File: src/rtl/core/rrb_pkg.sv
// Shared constants for the receive ring buffer line reader.
package rrb_pkg;

  // Field widths
  localparam int unsigned KIND_W  = 2;
  localparam int unsigned BYTE_W  = 8;
  localparam int unsigned LIMIT_W = 7;
  localparam int unsigned COUNT_W = 6;
  localparam int unsigned LEVEL_W = 6;
  // Width for fill arithmetic (index plus one depth)
  localparam int unsigned CALC_W  = 7;

  // Command codes
  localparam logic [KIND_W-1:0] KIND_PUSH  = 2'd0;
  localparam logic [KIND_W-1:0] KIND_READ  = 2'd1;
  localparam logic [KIND_W-1:0] KIND_LINE  = 2'd2;
  localparam logic [KIND_W-1:0] KIND_FLUSH = 2'd3;

  // Special characters
  localparam logic [BYTE_W-1:0] CH_CR = 8'h0D;
  localparam logic [BYTE_W-1:0] CH_LF = 8'h0A;

endpackage

File: src/rtl/core/rrb_ram.sv
// Generic single-write, single-read RAM with registered read data.
module rrb_ram #(
  parameter int unsigned WIDTH = 8,
  parameter int unsigned DEPTH = 64
) (
  input  logic                     clk_i,
  input  logic                     we_i,
  input  logic [$clog2(DEPTH)-1:0] waddr_i,
  input  logic [WIDTH-1:0]         wdata_i,
  input  logic                     re_i,
  input  logic [$clog2(DEPTH)-1:0] raddr_i,
  output logic [WIDTH-1:0]         rdata_o
);

  logic [WIDTH-1:0] mem_q [DEPTH];
  logic [WIDTH-1:0] rdata_q;

  // Write port
  always_ff @(posedge clk_i) begin
    if (we_i) begin
      mem_q[waddr_i] <= wdata_i;
    end
  end

  // Registered read port
  always_ff @(posedge clk_i) begin
    if (re_i) begin
      rdata_q <= mem_q[raddr_i];
    end
  end

  assign rdata_o = rdata_q;

endmodule

File: src/rtl/core/rx_ring_buffer_line_reader.sv
// Top level: receive byte ring with push, byte read, line read and flush.
//
// Channel   | Direction | Handshake                   | Payload
// ----------+-----------+-----------------------------+------------------------------------
// command   | in        | start_i & !busy_o           | kind_i, rx_byte_i, line_limit_i
// result    | out       | result_valid_o (one cycle)  | data_byte_o, data_valid_o, last_o,
//           |           |                             | line_count_o, fill_level_o, dropped_o
//
// Push, flush and a read of an empty ring finish in ST_IDLE; the result shows
// the cycle after the transaction and busy_o never rises.
// A byte read that pops passes through ST_RD for the ring RAM read latency.
// A line read alternates ST_LREQ and ST_LDAT for each popped byte, as the pop loop waits on
// the RAM read latency. Reset clears both indices; the RAM needs no clear.
// Results cannot be stalled: each one is on the ports for exactly one cycle.
module rx_ring_buffer_line_reader
  import rrb_pkg::*;
#(
  parameter int unsigned RING_DEPTH = 64
) (
  input  logic               clk_i,
  input  logic               rst_ni,
  input  logic               start_i,
  output logic               busy_o,
  input  logic [KIND_W-1:0]  kind_i,
  input  logic [BYTE_W-1:0]  rx_byte_i,
  input  logic [LIMIT_W-1:0] line_limit_i,
  output logic               result_valid_o,
  output logic [BYTE_W-1:0]  data_byte_o,
  output logic               data_valid_o,
  output logic               last_o,
  output logic [COUNT_W-1:0] line_count_o,
  output logic [LEVEL_W-1:0] fill_level_o,
  output logic               dropped_o
);

  localparam int unsigned IW = $clog2(RING_DEPTH);

  // Sequencer states
  localparam logic [1:0] ST_IDLE = 2'd0;
  localparam logic [1:0] ST_RD   = 2'd1;
  localparam logic [1:0] ST_LREQ = 2'd2;
  localparam logic [1:0] ST_LDAT = 2'd3;

  function automatic logic [IW-1:0] advance(input logic [IW-1:0] idx);
    return (idx == IW'(RING_DEPTH - 1)) ? '0 : idx + 1'b1;
  endfunction

  logic [1:0]         state_q, state_d;
  logic [IW-1:0]      wr_q, wr_d;
  logic [IW-1:0]      rd_q, rd_d;
  logic [LIMIT_W-1:0] maxkeep_q, maxkeep_d;
  logic [LIMIT_W-1:0] count_q, count_d;
  logic               lf_q, lf_d;
  // Pending kept byte of a line read, emitted once its successor is known
  logic               pend_v_q, pend_v_d;
  logic [BYTE_W-1:0]  pend_byte_q, pend_byte_d;
  logic [COUNT_W-1:0] pend_cnt_q, pend_cnt_d;
  logic [LEVEL_W-1:0] pend_lvl_q, pend_lvl_d;
  // Result registers
  logic               res_v_q, res_v_d;
  logic [BYTE_W-1:0]  res_byte_q, res_byte_d;
  logic               res_dv_q, res_dv_d;
  logic               res_last_q, res_last_d;
  logic [COUNT_W-1:0] res_cnt_q, res_cnt_d;
  logic [LEVEL_W-1:0] res_lvl_q, res_lvl_d;
  logic               res_drop_q, res_drop_d;

  logic               accept;
  logic [IW-1:0]      wr_nxt;
  logic               full;
  logic [CALC_W-1:0]  fill_now;
  logic               ram_we;
  logic               ram_re;
  logic [BYTE_W-1:0]  ram_rdata;
  logic [IW-1:0]      rd_adv;
  logic [COUNT_W-1:0] count_inc;

  // Ring storage
  rrb_ram #(
    .WIDTH(BYTE_W),
    .DEPTH(RING_DEPTH)
  ) u_ring (
    .clk_i  (clk_i),
    .we_i   (ram_we),
    .waddr_i(wr_q),
    .wdata_i(rx_byte_i),
    .re_i   (ram_re),
    .raddr_i(rd_q),
    .rdata_o(ram_rdata)
  );

  // Index arithmetic
  assign accept    = start_i && !busy_o;
  assign wr_nxt    = advance(wr_q);
  assign full      = (wr_nxt == rd_q);
  assign rd_adv    = advance(rd_q);
  assign fill_now  = (wr_q >= rd_q) ? (CALC_W'(wr_q) - CALC_W'(rd_q))
                                    : (CALC_W'(wr_q) + CALC_W'(RING_DEPTH) - CALC_W'(rd_q));
  assign count_inc = COUNT_W'(count_q + 1'b1);

  assign ram_we = accept && (kind_i == KIND_PUSH) && !full;
  assign ram_re = (accept && (kind_i == KIND_READ) && (fill_now != '0))
               || ((state_q == ST_LREQ) && (fill_now != '0)
                   && (count_q < maxkeep_q) && !lf_q);

  // Sequencer and result formation
  always_comb begin
    state_d     = state_q;
    wr_d        = wr_q;
    rd_d        = rd_q;
    maxkeep_d   = maxkeep_q;
    count_d     = count_q;
    lf_d        = lf_q;
    pend_v_d    = pend_v_q;
    pend_byte_d = pend_byte_q;
    pend_cnt_d  = pend_cnt_q;
    pend_lvl_d  = pend_lvl_q;
    res_v_d     = 1'b0;
    res_byte_d  = '0;
    res_dv_d    = 1'b0;
    res_last_d  = 1'b1;
    res_cnt_d   = '0;
    res_lvl_d   = LEVEL_W'(fill_now);
    res_drop_d  = 1'b0;
    case (state_q)
      ST_IDLE: begin
        if (accept) begin
          case (kind_i)
            KIND_PUSH: begin
              res_v_d = 1'b1;
              if (full) begin
                res_drop_d = 1'b1;
              end else begin
                wr_d      = wr_nxt;
                res_lvl_d = LEVEL_W'(fill_now + 1'b1);
              end
            end
            KIND_READ: begin
              if (fill_now == '0) begin
                res_v_d = 1'b1;
              end else begin
                rd_d    = rd_adv;
                state_d = ST_RD;
              end
            end
            KIND_LINE: begin
              maxkeep_d = (line_limit_i == '0) ? '0 : line_limit_i - 1'b1;
              count_d   = '0;
              lf_d      = 1'b0;
              pend_v_d  = 1'b0;
              state_d   = ST_LREQ;
            end
            default: begin
              wr_d      = '0;
              rd_d      = '0;
              res_v_d   = 1'b1;
              res_lvl_d = '0;
            end
          endcase
        end
      end
      ST_RD: begin
        res_v_d    = 1'b1;
        res_byte_d = ram_rdata;
        res_dv_d   = 1'b1;
        state_d    = ST_IDLE;
      end
      ST_LREQ: begin
        if (ram_re) begin
          rd_d    = rd_adv;
          state_d = ST_LDAT;
        end else begin
          // Loop done: flush the pending byte as last, or report an empty line
          res_v_d = 1'b1;
          if (pend_v_q) begin
            res_byte_d = pend_byte_q;
            res_dv_d   = 1'b1;
            res_cnt_d  = pend_cnt_q;
          end
          state_d = ST_IDLE;
        end
      end
      ST_LDAT: begin
        state_d = ST_LREQ;
        if (ram_rdata != CH_CR) begin
          if (pend_v_q) begin
            res_v_d    = 1'b1;
            res_byte_d = pend_byte_q;
            res_dv_d   = 1'b1;
            res_last_d = 1'b0;
            res_cnt_d  = pend_cnt_q;
            res_lvl_d  = pend_lvl_q;
          end
          count_d     = count_q + 1'b1;
          pend_v_d    = 1'b1;
          pend_byte_d = ram_rdata;
          pend_cnt_d  = count_inc;
          pend_lvl_d  = LEVEL_W'(fill_now);
          lf_d        = (ram_rdata == CH_LF);
        end
      end
      default: begin
        state_d = ST_IDLE;
      end
    endcase
  end

  // Control registers
  always_ff @(posedge clk_i or negedge rst_ni) begin
    if (!rst_ni) begin
      state_q  <= ST_IDLE;
      wr_q     <= '0;
      rd_q     <= '0;
      pend_v_q <= 1'b0;
      lf_q     <= 1'b0;
      count_q  <= '0;
      res_v_q  <= 1'b0;
    end else begin
      state_q  <= state_d;
      wr_q     <= wr_d;
      rd_q     <= rd_d;
      pend_v_q <= pend_v_d;
      lf_q     <= lf_d;
      count_q  <= count_d;
      res_v_q  <= res_v_d;
    end
  end

  // Payload registers
  always_ff @(posedge clk_i) begin
    maxkeep_q   <= maxkeep_d;
    pend_byte_q <= pend_byte_d;
    pend_cnt_q  <= pend_cnt_d;
    pend_lvl_q  <= pend_lvl_d;
    res_byte_q  <= res_byte_d;
    res_dv_q    <= res_dv_d;
    res_last_q  <= res_last_d;
    res_cnt_q   <= res_cnt_d;
    res_lvl_q   <= res_lvl_d;
    res_drop_q  <= res_drop_d;
  end

  assign busy_o         = (state_q != ST_IDLE);
  assign result_valid_o = res_v_q;
  assign data_byte_o    = res_byte_q;
  assign data_valid_o   = res_dv_q;
  assign last_o         = res_last_q;
  assign line_count_o   = res_cnt_q;
  assign fill_level_o   = res_lvl_q;
  assign dropped_o      = res_drop_q;

  // Ring never holds more than RING_DEPTH-1 bytes
  a_fill_bound: assert property (@(posedge clk_i) disable iff (!rst_ni)
    fill_now < CALC_W'(RING_DEPTH))
    else $error("ring fill exceeds capacity");

  // Push and flush answer in the next cycle
  a_push_flush_result: assert property (@(posedge clk_i) disable iff (!rst_ni)
    (accept && ((kind_i == KIND_PUSH) || (kind_i == KIND_FLUSH))) |=> result_valid_o && last_o)
    else $error("missing push/flush result");

  // RAM data is consumed only in the cycle after a read was issued
  a_read_latency: assert property (@(posedge clk_i) disable iff (!rst_ni)
    ((state_q == ST_RD) || (state_q == ST_LDAT)) |-> $past(ram_re))
    else $error("RAM data used without a read");

  // A result without a popped byte carries a zero byte and a zero line count
  a_empty_zero: assert property (@(posedge clk_i) disable iff (!rst_ni)
    (result_valid_o && !data_valid_o) |-> (data_byte_o == '0) && (line_count_o == '0))
    else $error("empty result carries data");

  // A line read never keeps more bytes than its limit allows
  a_keep_limit: assert property (@(posedge clk_i) disable iff (!rst_ni)
    (state_q == ST_LREQ) |-> (count_q <= maxkeep_q))
    else $error("line read over its limit");

endmodule
File: config.mk
export PLATFORM = sky130hd
export DESIGN_NAME = rx_ring_buffer_line_reader
export DESIGN_NICKNAME = d
export VERILOG_FILES = /design/src/rtl/core/rrb_pkg.sv /design/src/rtl/core/rrb_ram.sv /design/src/rtl/core/rx_ring_buffer_line_reader.sv
export SDC_FILE = /design/constraint.sdc
export NUM_CORES = 1
export LEC_CHECK = 0
export ABC_AREA = 1
export BUFFER_PORTS_ARGS = -buffer_cell sky130_fd_sc_hd__buf_4
export CAP_MARGIN = 20
export CORE_MARGIN = 2
export CORE_UTILIZATION = 67
export CTS_CLUSTER_DIAMETER = 150
export DETAILED_ROUTE_END_ITERATION = 12
export PLACE_DENSITY_LB_ADDON = 0.08
export SLEW_MARGIN = 20
export SYNTH_ARGS = -nofsm -noshare
export SYNTH_HDL_FRONTEND = slang
export SYNTH_SLANG_ARGS = --single-unit
File: constraint.sdc
create_clock -name clk_i -period 5.2 [get_ports clk_i]
set_clock_uncertainty 0.05 [all_clocks]
set_input_delay 0.52 -clock clk_i [delete_from_list [all_inputs] [get_ports clk_i]]
set_output_delay 0.52 -clock clk_i [all_outputs]
set_load 0.05 [all_outputs]
==> Yosys cells after proc, flatten, opt, wreduce, memory -nomap -nowiden <==
Memory sizes are Yosys's and may differ from the RTL's. A register that Yosys moved wholly into a read port is not among the register bits.
Index checks and enable logic that the tools add are counted.
{ "totals": {"reg_bits": 74, "mem_bits_rw": 512, "input_bits": 20, "output_inout_bits": 25, "elab_cells": 128, "mem_count": 1} }
{ "memory_table": {"columns": ["memory", "words", "word_bits", "read_ports", "rd_ports_with_merged_regs", "wr", "line", "rtl"], "rows": [
  ["u_ring.mem_q", 64, 8, 1, 1, 1, "rrb_ram.sv:15", "logic [WIDTH-1:0] mem_q [DEPTH];"]
]} }
{ "op_classes": {"addsub": 8, "magnitude_cmp": 2, "n_eq_ne": 18, "muxes": 52, "bitwise": 1, "n_reduce_logical": 29} }
{ "ops": {"columns": ["operator", "count"], "rows": [
  ["2-to-1 mux 6 bit", 13],
  ["case mux 6 bit (2 select lines)", 6],
  ["2-to-1 mux 7 bit", 4],
  ["2-to-1 mux 8 bit", 3],
  ["case mux 8 bit (3 select lines)", 1],
  ["adder 6 x 1 -> 6 bit (second input constant)", 3],
  ["logical NOT 7 bit", 2],
  ["2-to-1 mux 1 bit", 14],
  ["case mux 7 bit (2 select lines)", 1],
  ["== test 6 bit (second input constant)", 2],
  ["inequality test 2 bit (second input constant)", 5],
  ["AND reduction 3 bit", 3],
  ["== test 8 x 4 -> 1 bit (second input constant)", 1],
  ["logical AND 1 bit", 8],
  ["inequality test 8 x 4 -> 1 bit (second input constant)", 1],
  ["case mux 2 bit (4 select lines)", 1],
  ["AND reduction 4 bit", 2],
  ["adder 6 x 7 -> 7 bit (second input constant)", 1],
  ["adder 7 x 1 -> 7 bit (second input constant)", 1],
  ["< comparator 7 bit", 1],
  ["nonzero test 7 bit", 1],
  ["subtractor 6 x 6 -> 7 bit", 1],
  ["subtractor 7 x 1 -> 7 bit (second input constant)", 1],
  ["subtractor 7 x 6 -> 7 bit", 1],
  ["other kinds (20)", 33]
]} }

==> Depth between registers and ports, before layout <==
{ "depth": {"depth_word": 10, "mapped_depth": 19, "depth_no_buf": 18} }

==> Hierarchy <==
From an unflattened synthesis, not the netlist that was laid out.
{ "unflattened": {"cells_unflattened": 2348, "hier_area_um2": 25677.1} }
{ "by_module_without_submodules": {"columns": ["module", "instances", "cells_each", "area_each_um2", "seq_area_each_um2"], "rows": [
  ["rrb_ram", 1, 1805, 21419.3, 15615.0],
  ["rx_ring_buffer_line_reader", 1, 543, 4257.8, 1871.8]
]} }

==> Least setup slack after synthesis <==
Ideal clock, no wire load.
{ "synth_timing": {"path_type": "flip-flop to flip-flop", "startpoint": "register rd_q[1]", "endpoint": "register u_ring.rdata_q[0] (netlist: u_ring.rdata_o[0]) (read register of u_ring.mem_q), enable pin", "setup_time_ps": 284, "arrival_ps": 2660, "required_time_ps": 4866, "setup_slack_ps": 2206, "stages_incl_launch_ff": 17, "path_buffers": 4, "period_less_slack_ps": 2994, "path_cell_list": "dfrtp_1 clkbuf_1 inv_1 clkbuf_1 clkbuf_1 fa_1 nand2_1 nand2_1 a21oi_1 inv_1 nand2_1 nand2_1 nor2_1 nand2_1 nand2_1 clkbuf_1 inv_1"} }
{ "synth_between": {"elab_chain_len": 7, "elab_cells_between_ends": 10, "cone_classes": "add/sub (2); order compare (1); mux (1); reduce/logical (6)"} }
{ "synth_rtl": {"columns": ["element", "line", "rtl"], "rows": [
  ["from (decl)", "rx_ring_buffer_line_reader.sv:50", "logic [IW-1:0] rd_q, rd_d;"],
  ["from (signal assigned)", "rx_ring_buffer_line_reader.sv:221", "rd_q <= rd_d;"],
  ["subtractor 7 x 6 -> 7 bit (tied with other cells)", "rx_ring_buffer_line_reader.sv:98", ": (CALC_W'(wr_q) + CALC_W'(RING_DEPTH) - CALC_W'(rd_q));"],
  ["2-to-1 mux 7 bit *", "rx_ring_buffer_line_reader.sv:97", "assign fill_now = (wr_q >= rd_q) ? (CALC_W'(wr_q) - CALC_W'(rd_q))"],
  ["named net fill_now[4]", "rx_ring_buffer_line_reader.sv:71", "logic [CALC_W-1:0] fill_now;"],
  ["nonzero test 7 bit *", "rx_ring_buffer_line_reader.sv:102, rx_ring_buffer_line_reader.sv:103", null],
  ["logical AND 1 bit", "rx_ring_buffer_line_reader.sv:103", "|| ((state_q == ST_LREQ) && (fill_now != '0)"],
  ["logical AND 1 bit (2 in a row)", "rx_ring_buffer_line_reader.sv:104", "&& (count_q < maxkeep_q) && !lf_q);"],
  ["logical OR 1 bit *", "rx_ring_buffer_line_reader.sv:103", null],
  ["named net ram_re", "rx_ring_buffer_line_reader.sv:73", "logic ram_re;"],
  ["to (decl)", "rrb_ram.sv:16", "logic [WIDTH-1:0] rdata_q;"]
]} }
The timed path passes the listed nets; every way through them passes the cells marked *.
A chain may end at the register's enable or synchronous reset.

==> Worst setup path after layout <==
{ "layout_timing": {"startpoint": "register wr_q[3]", "endpoint": "memory u_ring.mem_q[48][6], enable pin"} }
{ "layout_between": {"elab_chain_len": 7, "elab_cells_between_ends": 8, "cone_classes": "add/sub (1); eq/ne (2); mux (3); reduce/logical (2)"} }
{ "layout_rtl": {"columns": ["element", "line", "rtl"], "rows": [
  ["from (decl)", "rx_ring_buffer_line_reader.sv:49", "logic [IW-1:0] wr_q, wr_d;"],
  ["from (signal assigned)", "rx_ring_buffer_line_reader.sv:220", "wr_q <= wr_d;"],
  ["adder 6 x 1 -> 6 bit / == test 6 bit (equally long branches)", "rx_ring_buffer_line_reader.sv:45", "return (idx == IW'(RING_DEPTH - 1)) ? '0 : idx + 1'b1;"],
  ["2-to-1 mux 6 bit", "rx_ring_buffer_line_reader.sv:45", null],
  ["== test 6 bit", "rx_ring_buffer_line_reader.sv:95", "assign full = (wr_nxt == rd_q);"],
  ["logical NOT 1 bit", "rx_ring_buffer_line_reader.sv:101", "assign ram_we = accept && (kind_i == KIND_PUSH) && !full;"],
  ["logical AND 1 bit", "rx_ring_buffer_line_reader.sv:101", null],
  ["2-to-1 mux 1 bit", "rrb_ram.sv:20", "if (we_i) begin"],
  ["2-to-1 mux 1 bit (implied by the code)", "rrb_ram.sv:21", "mem_q[waddr_i] <= wdata_i;"],
  ["to (decl)", "rrb_ram.sv:15", null]
]} }
Several ways; a longest one is shown, not always the timed one.

==> run metrics <==
status finished, final reports clean; clock sinks 594; vias per cell 6.533; Final setup viols 0; Root Driver clkbuf_16; first drt pass iteration count 6; CTS tree done; dpl hpwl 38.02 mm; Worst EP required 5.39 ns; ys flop type edfxtp_1; clock insertion delay at the later pin of the skew report 0.61 ns; Die ar. 0.03875 mm2; Nets 2179; initial antenna violation count 0; Mapped Area 0.02492 mm2; Final WS setup 1.450 ns; CP max stage cell nor2_1; Top Usage Layer GRT met2; Synth area leaders edfxtp_1 (66%), o21ai_0 (5.4%), nor2_1 (5.3%), nand2_1 (4.7%), o22ai_1 (3.2%); FILL cells 2382; async set or reset register ratio after synthesis 4.040%; Max Cap Viol 0; met2 Use GR 52.43%; CP max FO 10; RSZ-0062 raised after global routing no; via count 17240; layout cells sized above 1 7.373%; Setup crit end kind flip-flop; post-CTS sizing 0; most instantiated cells after synthesis edfxtp_1 (547), nor2_1 (351), nand2_1 (314); type of origin of the critical path flip-flop; Synth top area share 65.92%; actual slew at the worst max-slew pin 0.9652 ns; Synth area leader edfxtp_1; final hold viol count 0; chip height 196.8 um; Cell Pwr Density 482.9 mW/mm2; Worst-path clk slew 0.07 ns; Netlist cell types 40; first-pass GRT wire length 96.23 mm; max-slew violations 0; Syn Nets 2177; register area 0.01749 mm2; CP max stage delay 0.69 ns; final WL 63.70 mm; Fmax 266.7 MHz; Initial Utilization 68.06%; Leakage 0.009776 uW; multi-input logic area 0.006638 mm2; #FFs+latches synth 594; pre-CTS setup slack 1.563 ns; Cells after Synth 2129; worst-path cell chain nand3_1, o21bai_1, nand2_1, nand3_1, nor2_1, nand3_4, nand2_4, nor2_8, nand4_4, nor2_1; Peak VDD IR 0.3154 mV; I/O pins 45; Longest Clk Path Bufs 3; cell family with most CP delay simple AND/OR/NAND/NOR gates; Crit Path Class reg2reg; syn avg cell area 11.70 um2; met3 Use GR 6.417%; GP Congestion 0.9515; largest net degree at the start of global routing 153; EDFF count, synth 547; top-count cell post-synth edfxtp_1; gr ovfl total 0; max_slew headroom 35.66%; Antenna Nets Post-Route 0; # DRC 0; Synth Warn # 0; Final min period 3.750 ns; DR iter-0 viols 2570; CORE AREA 0.03661 mm2; CTS Buf Count 57; WL per Instance 24.15 um; Inserted Diodes 0; Worst Path Arrival 3.94 ns; Rows 70; Area Growth Syn to Fin 9.636%; IO Port Bufs 44; GRT met1 Usage 46.29%; fin crit share 72.12%; GRT Total Usage 33.56%; number of global-route vias before repair 16550; Die W 196.8 um; register area share after synthesis 70.18%; Tightest Hold Check Type in2reg; H-tree Lvls 2; WP buf/inv 0; setup TNS 0 ns
[per-stage QoR]
step                instances  instance area [um2]  hold WS (ns)  utilization (%)  total power [uW]
CTS                      2638                27320        0.1334            74.62             13150
floorplan                2129                24920        0.1744                -              8095
global route             2638                27320        0.1619            74.62             13730
finish                   2638                27320        0.1519            74.62             13190
detailed placement       2539                25510        0.4025            69.69              9178
global placement         2539                25510        0.3980            69.69              9125
[worst register-to-register path, delay by kind of cell (launching register included)]
family / cells / cell delay (ns)
AOI/OAI and AO/OA: 1 / 0.44
DFF: 1 / 0.54
and+or+nand+nor: 9 / 2.36
[metal layers]
| metal | part of all wire [%] | up-vias |
|---|---|---|
| met3 | 12 | 185 |
| li1 | - | 7627 |
| met4 | 4.6 | 0 |
| met1 | 37 | 8244 |
| met2 | 46 | 1179 |
| met5 | 0 | - |
[cells in the final DEF (no fill, tap or decap), types with 3 or more instances in the layout]
cell / count
nand3b_1: 5
nand3_1: 76
edfxtp_1: 547
nand4_4: 7
nor2_1: 349
nand2_1: 314
o22ai_1: 129
dfrtp_1: 22
mux2i_1: 28
o31ai_1: 4
xor2_1: 6
nand4_1: 8
clkbuf_16: 59
buf_4: 57
clkbuf_1: 11
nand2_2: 4
dfxtp_1: 23
inv_1: 86
inv_6: 3
clkinv_2: 8
clkinv_1: 10
a21oi_1: 61
ha_1: 27
a21boi_0: 3
o21ai_0: 268
nor3_1: 3
o211ai_1: 14
bufinv_16: 5
a211oi_1: 5
[flip-flops by register name, indices dropped and copies added (netlist names)]
signal and cells:
u_ring.mem_q 512, data_byte_o 8, pend_byte_q 8, u_ring.rdata_o 8, count_q 7, maxkeep_q 7, fill_level_o 6, line_count_o 6
pend_cnt_q 6, pend_lvl_q 6, rd_q 6, wr_q 6, state_q 2, data_valid_o 1, dropped_o 1, last_o 1
lf_q 1, pend_v_q 1, result_valid_o 1
[cell type report]
cell class / count / share of cell area (%)
Inverter: 91 / 1.278
Clock buffer: 70 / 5.556
Sequential cell: 594 / 64.03
Clock inverter: 28 / 1.017
Multi-Input combinational cell: 1328 / 24.30
Timing Repair Buffer: 59 / 1.676
Tap cell: 468 / 2.144
[cell families after synthesis]
group / count (synthesis) / share of synthesized area, %
XOR/XNOR: 8 / 0.2812
flip-flops: 594 / 70.18
adder cells (fa/ha/maj): 28 / 1.436
buffers and inverters: 207 / 3.199
AO/OA/AOI/OAI: 490 / 10.83
AND/OR/NAND/NOR: 774 / 12.95
multiplexers: 28 / 1.125
[worst paths after layout]
path                                          from                             to  slack (ns)  depth (start not counted)
max                            wr_q[3]$_DFFE_PN0P_  u_ring.mem_q[48][6]$_DFFE_PP_        1.45                         10
min                                line_limit_i[6]     maxkeep_q[6]$_SDFFCE_PN0P_        0.15                          3
max reg2reg                    wr_q[3]$_DFFE_PN0P_  u_ring.mem_q[48][6]$_DFFE_PP_        1.45                         10
min reg2reg                pend_cnt_q[3]$_DFFE_PP_        line_count_o[3]$_DFF_P_        0.42                          2
max in group asynchronous                   rst_ni            rd_q[0]$_DFFE_PN0P_        4.46                          2
min in group asynchronous                   rst_ni         count_q[5]$_DFFE_PN0P_        0.32                          2
[power by group]
group	total [uW]	switching (uW)	internal, uW	leakage (uW)
combinational	3440	2480	954	0.00346
clock	4020	1710	2310	0.000880
sequential	5740	268	5470	0.00543
total	13200	4460	8730	0.00978
[what timing repair did]
item	CTS	global route
hold endpoints to repair	24	0
hold buffers	1	0
setup buffers	0	0
(Power assumes the default switching activity.)
